===== config.mk =====
export PLATFORM = sky130hd
export DESIGN_NAME = heading_pi_turn_controller
export DESIGN_NICKNAME = d
export VERILOG_FILES = /design/src/hptc_pkg.sv /design/src/heading_pi_turn_controller.sv
export SDC_FILE = /design/constraint.sdc
export NUM_CORES = 2
export LEC_CHECK = 0
export ABC_AREA = 0
export BUFFER_PORTS_ARGS = -buffer_cell sky130_fd_sc_hd__buf_2
export CORE_MARGIN = 2
export CORE_UTILIZATION = 55
export CTS_BUF_LIST = sky130_fd_sc_hd__clkbuf_2
export CTS_CLUSTER_SIZE = 14
export DETAILED_ROUTE_END_ITERATION = 10
export PLACE_DENSITY = 0.76
export SYNTH_ARGS = -nofsm -noshare
export SYNTH_HDL_FRONTEND = slang
export SYNTH_SLANG_ARGS = --single-unit

===== constraint.sdc =====
create_clock -name aclk -period 61.8 [get_ports aclk]
set_input_delay 9.27 -clock aclk [delete_from_list [all_inputs] [get_ports aclk]]
set_output_delay 9.27 -clock aclk [all_outputs]
set_load 0.05 [all_outputs]

===== src/hptc_pkg.sv =====
// ============================================================================
// hptc_pkg - heading PI turn controller shared definitions
// Field widths, command and register codes, fixed timing and divider constants.
// ============================================================================
package hptc_pkg;

    // Field widths
    localparam int ANGLE_W = 25;
    localparam int STEER_W = 12;
    localparam int BAND_W  = 24;
    localparam int LIMIT_W = 11;
    localparam int INTEG_W = 12;
    localparam int WAIT_W  = 7;
    localparam int CFG_IDX_W  = 3;
    localparam int CFG_DATA_W = 24;

    // Stream widths: input tdata carries 55 bits of fields, result tdata 20
    localparam int S_TDATA_W = 56;
    localparam int S_TUSER_W = 2;
    localparam int M_TDATA_W = 24;

    // Request kind carried on s_tuser
    typedef enum logic [1:0] {
        ACT_TICK           = 2'd0,
        ACT_START_TURN     = 2'd1,
        ACT_START_STRAIGHT = 2'd2,
        ACT_DISABLE        = 2'd3
    } action_t;

    // Drive and speed command codes
    localparam logic [1:0] DRV_NONE    = 2'd0;
    localparam logic [1:0] DRV_STOP    = 2'd1;
    localparam logic [1:0] DRV_FORWARD = 2'd2;
    localparam logic [1:0] DRV_REVERSE = 2'd3;

    localparam logic [1:0] SPD_NONE = 2'd0;
    localparam logic [1:0] SPD_SLOW = 2'd1;
    localparam logic [1:0] SPD_FAST = 2'd2;

    // Configuration register indexes
    localparam logic [CFG_IDX_W-1:0] REG_STEER_MAX      = 3'd0;
    localparam logic [CFG_IDX_W-1:0] REG_STEER_MIN      = 3'd1;
    localparam logic [CFG_IDX_W-1:0] REG_STEER_STRAIGHT = 3'd2;
    localparam logic [CFG_IDX_W-1:0] REG_SLOW_BAND      = 3'd3;
    localparam logic [CFG_IDX_W-1:0] REG_STOP_BAND      = 3'd4;
    localparam logic [CFG_IDX_W-1:0] REG_INTEG_LIMIT    = 3'd5;

    // Register reset values
    localparam logic [STEER_W-1:0] STEER_MAX_RST      = 12'sd400;
    localparam logic [STEER_W-1:0] STEER_MIN_RST      = -12'sd400;
    localparam logic [STEER_W-1:0] STEER_STRAIGHT_RST = 12'sd0;
    localparam logic [BAND_W-1:0]  SLOW_BAND_RST      = 24'd100000;
    localparam logic [BAND_W-1:0]  STOP_BAND_RST      = 24'd20000;
    localparam logic [LIMIT_W-1:0] INTEG_LIMIT_RST    = 11'd720;

    // Tick counts for the timed waits
    localparam logic [WAIT_W-1:0] STRAIGHT_WAIT_TICKS = 7'd33;
    localparam logic [WAIT_W-1:0] TURN_WAIT_TICKS     = 7'd100;

    // Proportional divisor, done as multiply by a rounded-up reciprocal.
    // |error| < 2^25 and the reciprocal excess times 2^25 stays under
    // 2^P_SHIFT, so the truncated product equals the exact quotient.
    localparam int P_DIV    = 5000;
    localparam int P_SHIFT  = 38;
    localparam int RECIP_W  = 26;
    localparam int QUO_W    = 13;
    localparam int PROD_W   = (ANGLE_W) + RECIP_W;
    localparam logic [RECIP_W-1:0] P_RECIP =
        RECIP_W'(((64'd1 << P_SHIFT) + 64'(P_DIV) - 64'd1) / 64'(P_DIV));

    // Integral output scaling, divide by 8 toward zero
    localparam int I_SHIFT = 3;

endpackage


===== src/heading_pi_turn_controller.sv =====
// An accepted request goes into an input register and then a result register, which
// drives m_tvalid. Throughput: one request per cycle while m_tready keeps the result
// register free; the controller state updates as a request moves between the two
// registers through the error divider multiply and the PI clamp logic.
// Reset: synchronous on aresetn low; clears control state, loads the
// configuration defaults, mode goes to idle-finished.
// ============================================================================
// heading_pi_turn_controller - heading turn and straight PI steering controller
// One result per request of any action: drive, speed, steering and status commands.
// ============================================================================
module heading_pi_turn_controller
    import hptc_pkg::*;
(
    input  logic                  aclk,
    input  logic                  aresetn,

    // Configuration write port
    input  logic                  cfg_wr_en,
    input  logic [CFG_IDX_W-1:0]  cfg_index,
    input  logic [CFG_DATA_W-1:0] cfg_data,

    // Request stream
    input  logic                  s_tvalid,
    output logic                  s_tready,
    // [24:0] target_angle, [49:25] heading, [50] bumper_left, [51] bumper_right,
    // [52] sonar_near, [53] sonar_far, [54] driving_forward, [55] zero
    input  logic [S_TDATA_W-1:0]  s_tdata,
    // [1:0] action
    input  logic [S_TUSER_W-1:0]  s_tuser,

    // Result stream
    output logic                  m_tvalid,
    input  logic                  m_tready,
    // [1:0] drive_cmd, [3:2] speed_cmd, [4] steer_valid, [16:5] steer_pos,
    // [17] ignore_contacts, [18] done_res, [19] running, [23:20] zero
    output logic [M_TDATA_W-1:0]  m_tdata
);

    typedef enum logic [3:0] {
        MODE_STRAIGHT_INIT,
        MODE_STRAIGHT,
        MODE_STRAIGHT_WAIT,
        MODE_TURN_INIT,
        MODE_TURN_WAIT,
        MODE_TURN,
        MODE_TURN_DONE,
        MODE_TO_STRAIGHT,
        MODE_TO_STRAIGHT_WAIT,
        MODE_IDLE
    } mode_t;

    // Configuration registers
    logic [STEER_W-1:0] steer_max_reg, steer_min_reg, steer_straight_reg;
    logic [BAND_W-1:0]  slow_band_reg, stop_band_reg;
    logic [LIMIT_W-1:0] integ_limit_reg;

    // Input stage
    logic                      in_vld_reg;
    action_t                   act_reg;
    logic signed [ANGLE_W-1:0] tgt_in_reg, hdg_in_reg;
    logic                      bl_reg, br_reg, snear_reg, sfar_reg, fwd_reg;

    // Controller state
    mode_t                     mode_reg, mode_next;
    logic                      run_reg, run_next;
    logic signed [ANGLE_W-1:0] target_reg, target_next;
    logic signed [INTEG_W-1:0] integ_reg, integ_next;
    logic [WAIT_W-1:0]         wait_reg, wait_next;

    // Result stage
    logic                      out_vld_reg;
    logic [1:0]                drive_reg, drive_next;
    logic [1:0]                speed_reg, speed_next;
    logic                      svalid_reg, svalid_next;
    logic signed [STEER_W-1:0] spos_reg, spos_next;
    logic                      ignore_reg, ignore_next;
    logic                      done_reg, done_next;
    logic                      running_reg;

    logic out_free, advance;

    // Error path
    logic signed [ANGLE_W-1:0] tgt_eff;
    logic signed [ANGLE_W:0]   err;
    logic [ANGLE_W:0]          err_abs;
    logic [ANGLE_W-1:0]        err_mag;
    logic [PROD_W-1:0]         prod;
    logic [QUO_W-1:0]          quo;
    logic signed [QUO_W:0]     p_val;

    // PI path
    logic                      frozen;
    logic signed [14:0]        integ_sum, integ_sel, lim_pos, lim_neg, integ_cl;
    logic signed [INTEG_W-1:0] integ_new, integ_rnd, integ_div;
    logic signed [14:0]        u_sum, u_max, u_cl;

    // Handshake: input register refills while the result register frees up
    assign out_free = !out_vld_reg || m_tready;
    assign advance  = in_vld_reg && out_free;
    assign s_tready = !in_vld_reg || advance;

    // Heading error and |error| / 5000 by reciprocal multiply
    assign tgt_eff = (act_reg == ACT_START_TURN || act_reg == ACT_START_STRAIGHT)
                     ? tgt_in_reg : target_reg;
    assign err     = {tgt_eff[ANGLE_W-1], tgt_eff} - {hdg_in_reg[ANGLE_W-1], hdg_in_reg};
    assign err_abs = err[ANGLE_W] ? (~err + 1'b1) : err;
    assign err_mag = err_abs[ANGLE_W-1:0];
    assign prod    = PROD_W'(err_mag) * PROD_W'(P_RECIP);
    assign quo     = prod[P_SHIFT +: QUO_W];
    assign p_val   = err[ANGLE_W] ? -$signed({1'b0, quo}) : $signed({1'b0, quo});

    // Integral: accumulate unless a bumper or sonar_near flag is up, then clamp
    assign frozen    = bl_reg || br_reg || snear_reg;
    assign integ_sum = 15'(integ_reg) + 15'(p_val);
    assign integ_sel = frozen ? 15'(integ_reg) : integ_sum;
    assign lim_pos   = $signed({4'd0, integ_limit_reg});
    assign lim_neg   = -lim_pos;
    assign integ_cl  = (integ_sel > lim_pos) ? lim_pos :
                       (integ_sel < lim_neg) ? lim_neg : integ_sel;
    assign integ_new = integ_cl[INTEG_W-1:0];

    // I/8 toward zero, P + I/8, clamp high first then low
    assign integ_rnd = integ_new + (integ_new[INTEG_W-1] ? 12'sd7 : 12'sd0);
    assign integ_div = integ_rnd >>> I_SHIFT;
    assign u_sum     = 15'(p_val) + 15'(integ_div);
    assign u_max     = (u_sum > 15'($signed(steer_max_reg))) ?
                       15'($signed(steer_max_reg)) : u_sum;
    assign u_cl      = (u_max < 15'($signed(steer_min_reg))) ?
                       15'($signed(steer_min_reg)) : u_max;

    // Command decode and mode step
    always_comb begin
        mode_next   = mode_reg;
        run_next    = run_reg;
        target_next = target_reg;
        integ_next  = integ_reg;
        wait_next   = wait_reg;
        drive_next  = DRV_NONE;
        speed_next  = SPD_NONE;
        svalid_next = 1'b0;
        spos_next   = '0;
        ignore_next = 1'b0;

        case (act_reg)
            ACT_DISABLE: begin
                run_next = 1'b0;
            end
            ACT_START_TURN: begin
                target_next = tgt_in_reg;
                mode_next   = MODE_TURN_INIT;
                run_next    = 1'b1;
            end
            ACT_START_STRAIGHT: begin
                target_next = tgt_in_reg;
                mode_next   = (mode_reg == MODE_TURN_DONE || mode_reg == MODE_TURN)
                              ? MODE_TO_STRAIGHT : MODE_STRAIGHT_INIT;
                run_next    = 1'b1;
            end
            default: begin
            end
        endcase

        if (run_next) begin
            case (mode_next)
                MODE_STRAIGHT_INIT: begin
                    drive_next = DRV_FORWARD;
                    integ_next = '0;
                    mode_next  = MODE_STRAIGHT;
                end
                MODE_STRAIGHT: begin
                    integ_next  = integ_new;
                    svalid_next = 1'b1;
                    spos_next   = u_cl[STEER_W-1:0];
                    mode_next   = MODE_STRAIGHT_WAIT;
                    wait_next   = '0;
                end
                MODE_STRAIGHT_WAIT: begin
                    wait_next = wait_reg + 1'b1;
                    if (wait_next > STRAIGHT_WAIT_TICKS) begin
                        mode_next = MODE_STRAIGHT;
                        wait_next = '0;
                    end
                end
                MODE_TURN_INIT: begin
                    drive_next  = DRV_STOP;
                    svalid_next = 1'b1;
                    spos_next   = steer_max_reg;
                    mode_next   = MODE_TURN_WAIT;
                    wait_next   = '0;
                end
                MODE_TURN_WAIT: begin
                    wait_next = wait_reg + 1'b1;
                    if (wait_next > TURN_WAIT_TICKS) begin
                        drive_next = (err > 0) ? DRV_FORWARD : DRV_REVERSE;
                        mode_next  = MODE_TURN;
                    end
                end
                MODE_TURN: begin
                    speed_next = (err_mag < ANGLE_W'(slow_band_reg)) ? SPD_SLOW : SPD_FAST;
                    if (err_mag < ANGLE_W'(stop_band_reg)) begin
                        drive_next = DRV_STOP;
                        mode_next  = MODE_TURN_DONE;
                        wait_next  = '0;
                    end
                    ignore_next = fwd_reg && (sfar_reg || snear_reg) && !bl_reg && !br_reg;
                end
                MODE_TO_STRAIGHT: begin
                    svalid_next = 1'b1;
                    spos_next   = steer_straight_reg;
                    wait_next   = '0;
                    mode_next   = MODE_TO_STRAIGHT_WAIT;
                end
                MODE_TO_STRAIGHT_WAIT: begin
                    wait_next = wait_reg + 1'b1;
                    if (wait_next > TURN_WAIT_TICKS) begin
                        mode_next = MODE_STRAIGHT_INIT;
                    end
                end
                default: begin
                end
            endcase
        end

        done_next = (mode_next == MODE_IDLE || mode_next == MODE_TURN_DONE);
    end

    // State, configuration and stage registers
    always_ff @(posedge aclk) begin
        if (!aresetn) begin
            steer_max_reg      <= STEER_MAX_RST;
            steer_min_reg      <= STEER_MIN_RST;
            steer_straight_reg <= STEER_STRAIGHT_RST;
            slow_band_reg      <= SLOW_BAND_RST;
            stop_band_reg      <= STOP_BAND_RST;
            integ_limit_reg    <= INTEG_LIMIT_RST;
            in_vld_reg         <= 1'b0;
            out_vld_reg        <= 1'b0;
            mode_reg           <= MODE_IDLE;
            run_reg            <= 1'b0;
            target_reg         <= '0;
            integ_reg          <= '0;
            wait_reg           <= '0;
        end else begin
            // configuration writes
            if (cfg_wr_en) begin
                case (cfg_index)
                    REG_STEER_MAX:      steer_max_reg      <= cfg_data[STEER_W-1:0];
                    REG_STEER_MIN:      steer_min_reg      <= cfg_data[STEER_W-1:0];
                    REG_STEER_STRAIGHT: steer_straight_reg <= cfg_data[STEER_W-1:0];
                    REG_SLOW_BAND:      slow_band_reg      <= cfg_data[BAND_W-1:0];
                    REG_STOP_BAND:      stop_band_reg      <= cfg_data[BAND_W-1:0];
                    REG_INTEG_LIMIT:    integ_limit_reg    <= cfg_data[LIMIT_W-1:0];
                    default: begin
                    end
                endcase
            end

            // stage valids
            if (s_tready) begin
                in_vld_reg <= s_tvalid;
            end
            if (out_free) begin
                out_vld_reg <= in_vld_reg;
            end

            // controller state moves with each request
            if (advance) begin
                mode_reg   <= mode_next;
                run_reg    <= run_next;
                target_reg <= target_next;
                integ_reg  <= integ_next;
                wait_reg   <= wait_next;
            end
        end

        // input payload
        if (s_tvalid && s_tready) begin
            act_reg    <= action_t'(s_tuser[1:0]);
            tgt_in_reg <= s_tdata[24:0];
            hdg_in_reg <= s_tdata[49:25];
            bl_reg     <= s_tdata[50];
            br_reg     <= s_tdata[51];
            snear_reg  <= s_tdata[52];
            sfar_reg   <= s_tdata[53];
            fwd_reg    <= s_tdata[54];
        end

        // result payload
        if (advance) begin
            drive_reg   <= drive_next;
            speed_reg   <= speed_next;
            svalid_reg  <= svalid_next;
            spos_reg    <= spos_next;
            ignore_reg  <= ignore_next;
            done_reg    <= done_next;
            running_reg <= run_next;
        end
    end

    assign m_tvalid = out_vld_reg;
    assign m_tdata  = {4'd0, running_reg, done_reg, ignore_reg, spos_reg,
                       svalid_reg, speed_reg, drive_reg};

    // Checks
    a_wait_bound: assert property (@(posedge aclk) disable iff (!aresetn)
        wait_reg <= TURN_WAIT_TICKS + 7'd1)
        else $error("wait counter ran past the turn wait");

    a_spos_idle: assert property (@(posedge aclk) disable iff (!aresetn)
        (out_vld_reg && !svalid_reg) |-> (spos_reg == '0))
        else $error("steering position set without steer_valid");

    a_ignore_in_turn: assert property (@(posedge aclk) disable iff (!aresetn)
        (out_vld_reg && ignore_reg) |-> (speed_reg != SPD_NONE && running_reg))
        else $error("ignore_contacts outside a running turn step");

    a_drive_no_steer: assert property (@(posedge aclk) disable iff (!aresetn)
        (out_vld_reg && (drive_reg == DRV_FORWARD || drive_reg == DRV_REVERSE))
        |-> !svalid_reg)
        else $error("drive direction issued together with a steering update");

endmodule


Word-level counts from Yosys, hierarchy flattened:

Index checks and enable logic that the tools add are counted.

* flip-flop bits (word level): 223
* output and inout bits: 26
* word-level logic and storage cells: 130
* input port bits: 90

* magnitude comparators: 9
* multipliers: 1
* bitwise gates (word level): 1
* add/subtract/negate cells: 8
* eq/ne operators: 20
* reduce and logical (&&, ||, !) cells: 34
* muxes and demuxes: 29

Operators with widths (count)
* < comparator 25 x 24 -> 1 bit: 2
* multiplier 25 x 25 -> 50 bit, second input constant: 1
* 2-to-1 mux 25 bit: 2
* 2-to-1 mux 12 bit: 3
* one-hot mux 12 bit (3 select lines): 1
* one-hot mux 4 bit (8 select lines): 1
* greater-than comparator 15 x 12 -> 1 bit: 2
* 2-to-1 mux 15 bit: 2
* one-hot mux 7 bit (4 select lines): 1
* greater-than comparator 26 x 1 -> 1 bit, second input constant: 1
* subtractor 25 x 25 -> 26 bit: 1
* adder 25 x 1 -> 25 bit, second input constant: 1
* inverter 25 bit: 1
* == test 4 x 3 -> 1 bit, second input constant: 6
* one-hot mux 12 bit (2 select lines): 1
* 2-to-1 mux 4 bit: 5
* AND reduction 2 bit: 8
* adder 12 x 14 -> 15 bit: 1
* adder 14 x 9 -> 15 bit: 1
* < comparator 15 x 12 -> 1 bit: 1
* < comparator 15 bit: 1
* negation 11 -> 15 bit: 1
* 2-to-1 mux 14 bit: 1
* 2-to-1 mux 7 bit: 2
* 31 further kinds: 55

Logic depth before layout (Yosys ltp):

* word-level depth: 23
* gate-level depth with buffers: 106
* depth with buffers taken out: 99

Worst setup path after synthesis:

OpenSTA, ideal clock, no wires.

* kind: flip-flop to flip-flop
* start: reg act_reg[0]
* end: reg spos_reg[11] (data pin)
* library setup time: 0.271 ns
* path slack: 40.445 ns
* stages on the path, launching flop included: 101
* data arrival time: 21.084 ns
* period minus slack after synthesis: 21.355 ns
* buffers on the path: 6
* path through: edfxtp_1 -> inv_1 -> ha_1 -> clkbuf_1 -> buf_1 -> mux2i_1 -> ha_1 -> inv_1 -> fa_1 -> a211oi_2 -> o21ai_2 -> a2111oi_2 -> o31ai_1 -> a2111oi_2 -> or4b_1 -> buf_2 -> o31a_1 -> or3_1 -> [65 not listed] -> nor4_1 -> nand4b_1 -> nand3_1 -> clkbuf_1 -> nand2_1 -> o21ai_0 -> ha_1 -> a21o_1 -> a21o_1 -> a21oi_1 -> nor2_1 -> nor2_1 -> o21a_1 -> nor3_1 -> a21oi_1 -> clkbuf_1 -> mux2i_1 -> o22ai_1

* cells in the longest elaborated chain, start to end: 23
* elaborated cells between the ends (all ways): 32
* those cells by class: add/sub (6); mul (1); order compare (4); eq/ne (6); mux (12); bitwise (1); reduce/logical (2)

RTL lines
* start, declared: RTL line heading_pi_turn_controller.sv:59 `action_t act_reg;`
* start signal, assigned: RTL line heading_pi_turn_controller.sv:278 `act_reg <= action_t'(s_tuser[1:0]);`
* == test 2 x 1 -> 1 bit / == test 2 bit (equally long branches): RTL line heading_pi_turn_controller.sv:103, heading_pi_turn_controller.sv:144
* logical OR 1 bit: RTL line heading_pi_turn_controller.sv:103 `assign tgt_eff = (act_reg == ACT_START_TURN || act_reg == ACT_START_STRAIGHT)`
* 2-to-1 mux 25 bit: RTL line heading_pi_turn_controller.sv:104 `? tgt_in_reg : target_reg;`
* subtractor 25 x 25 -> 26 bit: RTL line heading_pi_turn_controller.sv:105 `assign err = {tgt_eff[ANGLE_W-1], tgt_eff} - {hdg_in_reg[ANGLE_W-1], hdg_in_reg};`
* inverter 25 bit: RTL line heading_pi_turn_controller.sv:106 `assign err_abs = err[ANGLE_W] ? (~err + 1'b1) : err;`
* adder 25 x 1 -> 25 bit: RTL line heading_pi_turn_controller.sv:106
* 2-to-1 mux 25 bit: RTL line heading_pi_turn_controller.sv:106
* multiplier 25 x 25 -> 50 bit: RTL line heading_pi_turn_controller.sv:108 `assign prod = PROD_W'(err_mag) * PROD_W'(P_RECIP);`
* [7 not listed]
* 2-to-1 mux 3 bit: RTL line heading_pi_turn_controller.sv:123 `assign integ_rnd = integ_new + (integ_new[INTEG_W-1] ? 12'sd7 : 12'sd0);`
* adder 12 x 4 -> 12 bit: RTL line heading_pi_turn_controller.sv:123
* adder 14 x 9 -> 15 bit: RTL line heading_pi_turn_controller.sv:125 `assign u_sum = 15'(p_val) + 15'(integ_div);`
* greater-than comparator 15 x 12 -> 1 bit: RTL line heading_pi_turn_controller.sv:126 `assign u_max = (u_sum > 15'($signed(steer_max_reg))) ?`
* 2-to-1 mux 15 bit: RTL line heading_pi_turn_controller.sv:126
* < comparator 15 x 12 -> 1 bit: RTL line heading_pi_turn_controller.sv:128 `assign u_cl = (u_max < 15'($signed(steer_min_reg))) ?`
* 2-to-1 mux 12 bit: RTL line heading_pi_turn_controller.sv:128
* one-hot mux 12 bit (3 select lines): RTL line heading_pi_turn_controller.sv:164 `case (mode_next)`
* end signal, assigned: RTL line heading_pi_turn_controller.sv:293 `spos_reg <= spos_next;`
* end, declared: RTL line heading_pi_turn_controller.sv:75 `logic signed [STEER_W-1:0] spos_reg, spos_next;`

Several ways; a longest one is shown, not always the timed one.
A chain may end at the register's enable or synchronous reset.

Worst setup path after layout:

* start: reg act_reg[0]
* end: reg spos_reg[0] (data pin)

The elaborated chain is that of the path after synthesis.

==> results_dict.tcl <==
set metrics [dict create \
    outcome "complete, no violations" \
    worstMarginPinSlew_ns 1.299 \
    async_reset_ff_share_pct 0 \
    postCtsSetupBuffers 0 \
    nNetsFinal 4014 \
    use_met1_pct 37.15 \
    avgSynthCellArea_um2 8.669 \
    crit_buf_inv 10 \
    r2r-start "act_reg[0]" \
    setup_tns_ns 0 \
    die_h_um 227.2 \
    synth-edff-count 77 \
    regToRegSetupSlack_ns 36.32 \
    clk_pin_slew_ns 0.12 \
    rows 81 \
    ys_types 92 \
    drt_iter0_markers 1478 \
    grt_pass1_vias 21850 \
    cts_buffers 56 \
    die_w_um 227.2 \
    critPathKind "flop to flop" \
    firstDrtPassIters 6 \
    drv_cap 0 \
    ys_ff_latch 223 \
    crit_required_ns 62.53 \
    grt_setup_unrepaired "no" \
    gp_congestion 0.9906 \
    port_buffers 110 \
    cpMaxStageDelayCell "a221oi_1" \
    critPathTopFamily "compound AO/OA/AOI/OAI gates" \
    worstHoldStart "target_reg[18]" \
    insertion_delay_ns 1.05 \
    busiest_layer "met2" \
    vias 22310 \
    ys_seq_area_share_pct 19.11 \
    start_util_pct 55.85 \
    cpMostUsedCell "ha_1" \
    wl_um 70790 \
    cts_root_buf "clkbuf_2" \
    grt_antenna_before_repair 3 \
    clockBufferDepth 3 \
    core_area_mm2 0.04905 \
    cts_sinks 223 \
    endpoint_kind "flop" \
    drc 0 \
    drive_gt1_share_pct 8.935 \
    post_dp_cell_area_mm2 0.02863 \
    fin_skew_ns 0.1170 \
    via_per_inst 5.605 \
    cts_hold_buf 0 \
    fin_area_mm2 0.02916 \
    area_delta_synth_final_pct 6.431 \
    syn_inst 3160 \
    die_area_mm2 0.05161 \
    worstSetupStartpoint "act_reg[0]" \
    ys.flop_type "dfxtp_1" \
    grt_pass1_wl_um 113500 \
    grt_max_degree 64 \
    fmax_ghz 0.03925 \
    final_util_pct 59.44 \
    cts-htree-levels 2 \
    grt_usage_pct 28.07 \
    cp_max_fo 34 \
    setup_viol 0 \
    cts_resized 0 \
    grtUsageMet2_pct 46.53 \
    wire_per_inst_um 17.79 \
    fin_crit_sh_pct 41.22 \
    worst-endpoint-arrival_ns 26.21 \
    crit_path_start_kind "flop" \
    max-slew-margin-rel_pct 12.74 \
    grt_overflow 0 \
    num_io_pins 116 \
    cpPeakStageDelay_ns 0.65 \
    antenna_left 0 \
    dp_hpwl_um 56820 \
    drv_slew 0 \
    yosys_warnings 0 \
    post-route-min-period_ns 25.48 \
    hp-class "flop to flop" \
    cts_tree "done" \
    syn_area_mm2 0.02740 \
    finalHoldViolations 0 \
    gr-usage-met3_pct 4.569 \
]
layer usage:
layer / vias to the layer above / share of wire, % / wire, um
li1: 10770 / - / -
met1: 10630 / 43 / 30170
met2: 772 / 47 / 33140
met3: 131 / 7.3 / 5185
met4: 2 / 3.2 / 2291
met5: - / 0.017 / 12
Yosys cell counts, drive strengths merged (7+ instances only):
master	n	area [um2]
nand4	19	118.9
nor2	147	551.8
nand2b	20	125.1
o21ai	87	439.2
o31ai	15	112.6
dfxtp	146	2923
a211o	8	70.07
xnor2	103	920.9
o21a	26	196.4
and2	22	137.6
and3	15	93.84
mux2	30	337.8
nor2b	27	168.9
or2	15	93.84
inv	622	2337
mux2i	20	200.2
a22oi	10	75.07
or3	15	93.84
a21o	47	354.1
fa	261	5225
xor2	29	254.0
a211oi	17	132.6
a2111oi	11	108.9
nor3	32	160.2
o22ai	19	125.1
ha	394	4930
clkbuf	72	270.3
nand3	36	180.2
a31oi	20	140.1
o21bai	9	67.56
o211ai	40	305.3
buf	21	136.4
and4	7	61.31
nor4	17	106.4
a21oi	240	1201
edfxtp	77	2312
nand2	355	1333
kinds of logic (layout without fill, tap and decap cells):
| logic type | Yosys count | after routing | synth area share (%) |
|---|---|---|---|
| fa+ha+maj | 656 | 656 | 37.10 |
| other cells | 1 | 7 | 0.01369 |
| xor+xnor | 133 | 133 | 4.375 |
| mux | 50 | 50 | 1.964 |
| compound gates | 630 | 630 | 14.89 |
| simple gates | 751 | 751 | 12.51 |
| buf+inv | 716 | 866 | 10.03 |
| flops | 223 | 223 | 19.11 |
worst min-delay path, delay by kind of cell (launching register included):
kind	cells	cell delay, ns
AO/OA/AOI/OAI	1	0.05
flip-flops	1	0.32
AND/OR/NAND/NOR	1	0.05
layout by cell type, fill, tap and decap left out, types with 25 or more instances in the layout:
cell / instances
a21o_1: 46
fa_1: 261
inv_1: 620
buf_4: 31
dfxtp_1: 146
mux2_2: 30
nor3_1: 32
nand3_1: 36
nor2b_1: 27
xor2_1: 29
edfxtp_1: 77
clkbuf_2: 82
o21a_1: 25
nor2_1: 146
a21oi_1: 240
xnor2_1: 101
o211ai_1: 39
nand2_1: 355
buf_2: 110
ha_1: 394
o21ai_0: 76
stage by stage:
| step | std cells | setup WS, ns | hold slack [ns] |
|---|---|---|---|
| after floorplan | 3163 | 40.45 | 0.4317 |
| after global placement | 3875 | 36.91 | 0.4396 |
| after detailed placement | 3875 | 36.76 | 0.4444 |
| after CTS | 3977 | 36.69 | 0.4605 |
| after global routing | 3979 | 34.89 | 0.4774 |
| final | 3980 | 36.32 | 0.4567 |
final timing paths:
path               endpoint  cells past startpoint
min          target_reg[18]                      2
max             spos_reg[0]                     92
max reg2reg     spos_reg[0]                     92
min reg2reg  target_reg[18]                      2
layout make-up:
cell class                 count  area, um2
timing repair buffer         141      783.3
tap                          664      830.8
clock buffer                  82      410.4
multi-input combinational   2224      19440
antenna                        3      7.507
inverter                     623       2344
fill                        4428      19900
clock inverter                20      107.6
sequential                   223       5235
Power is not shown: default switching activity piles up to over one toggle a cycle in this logic, so the estimate is an artifact.
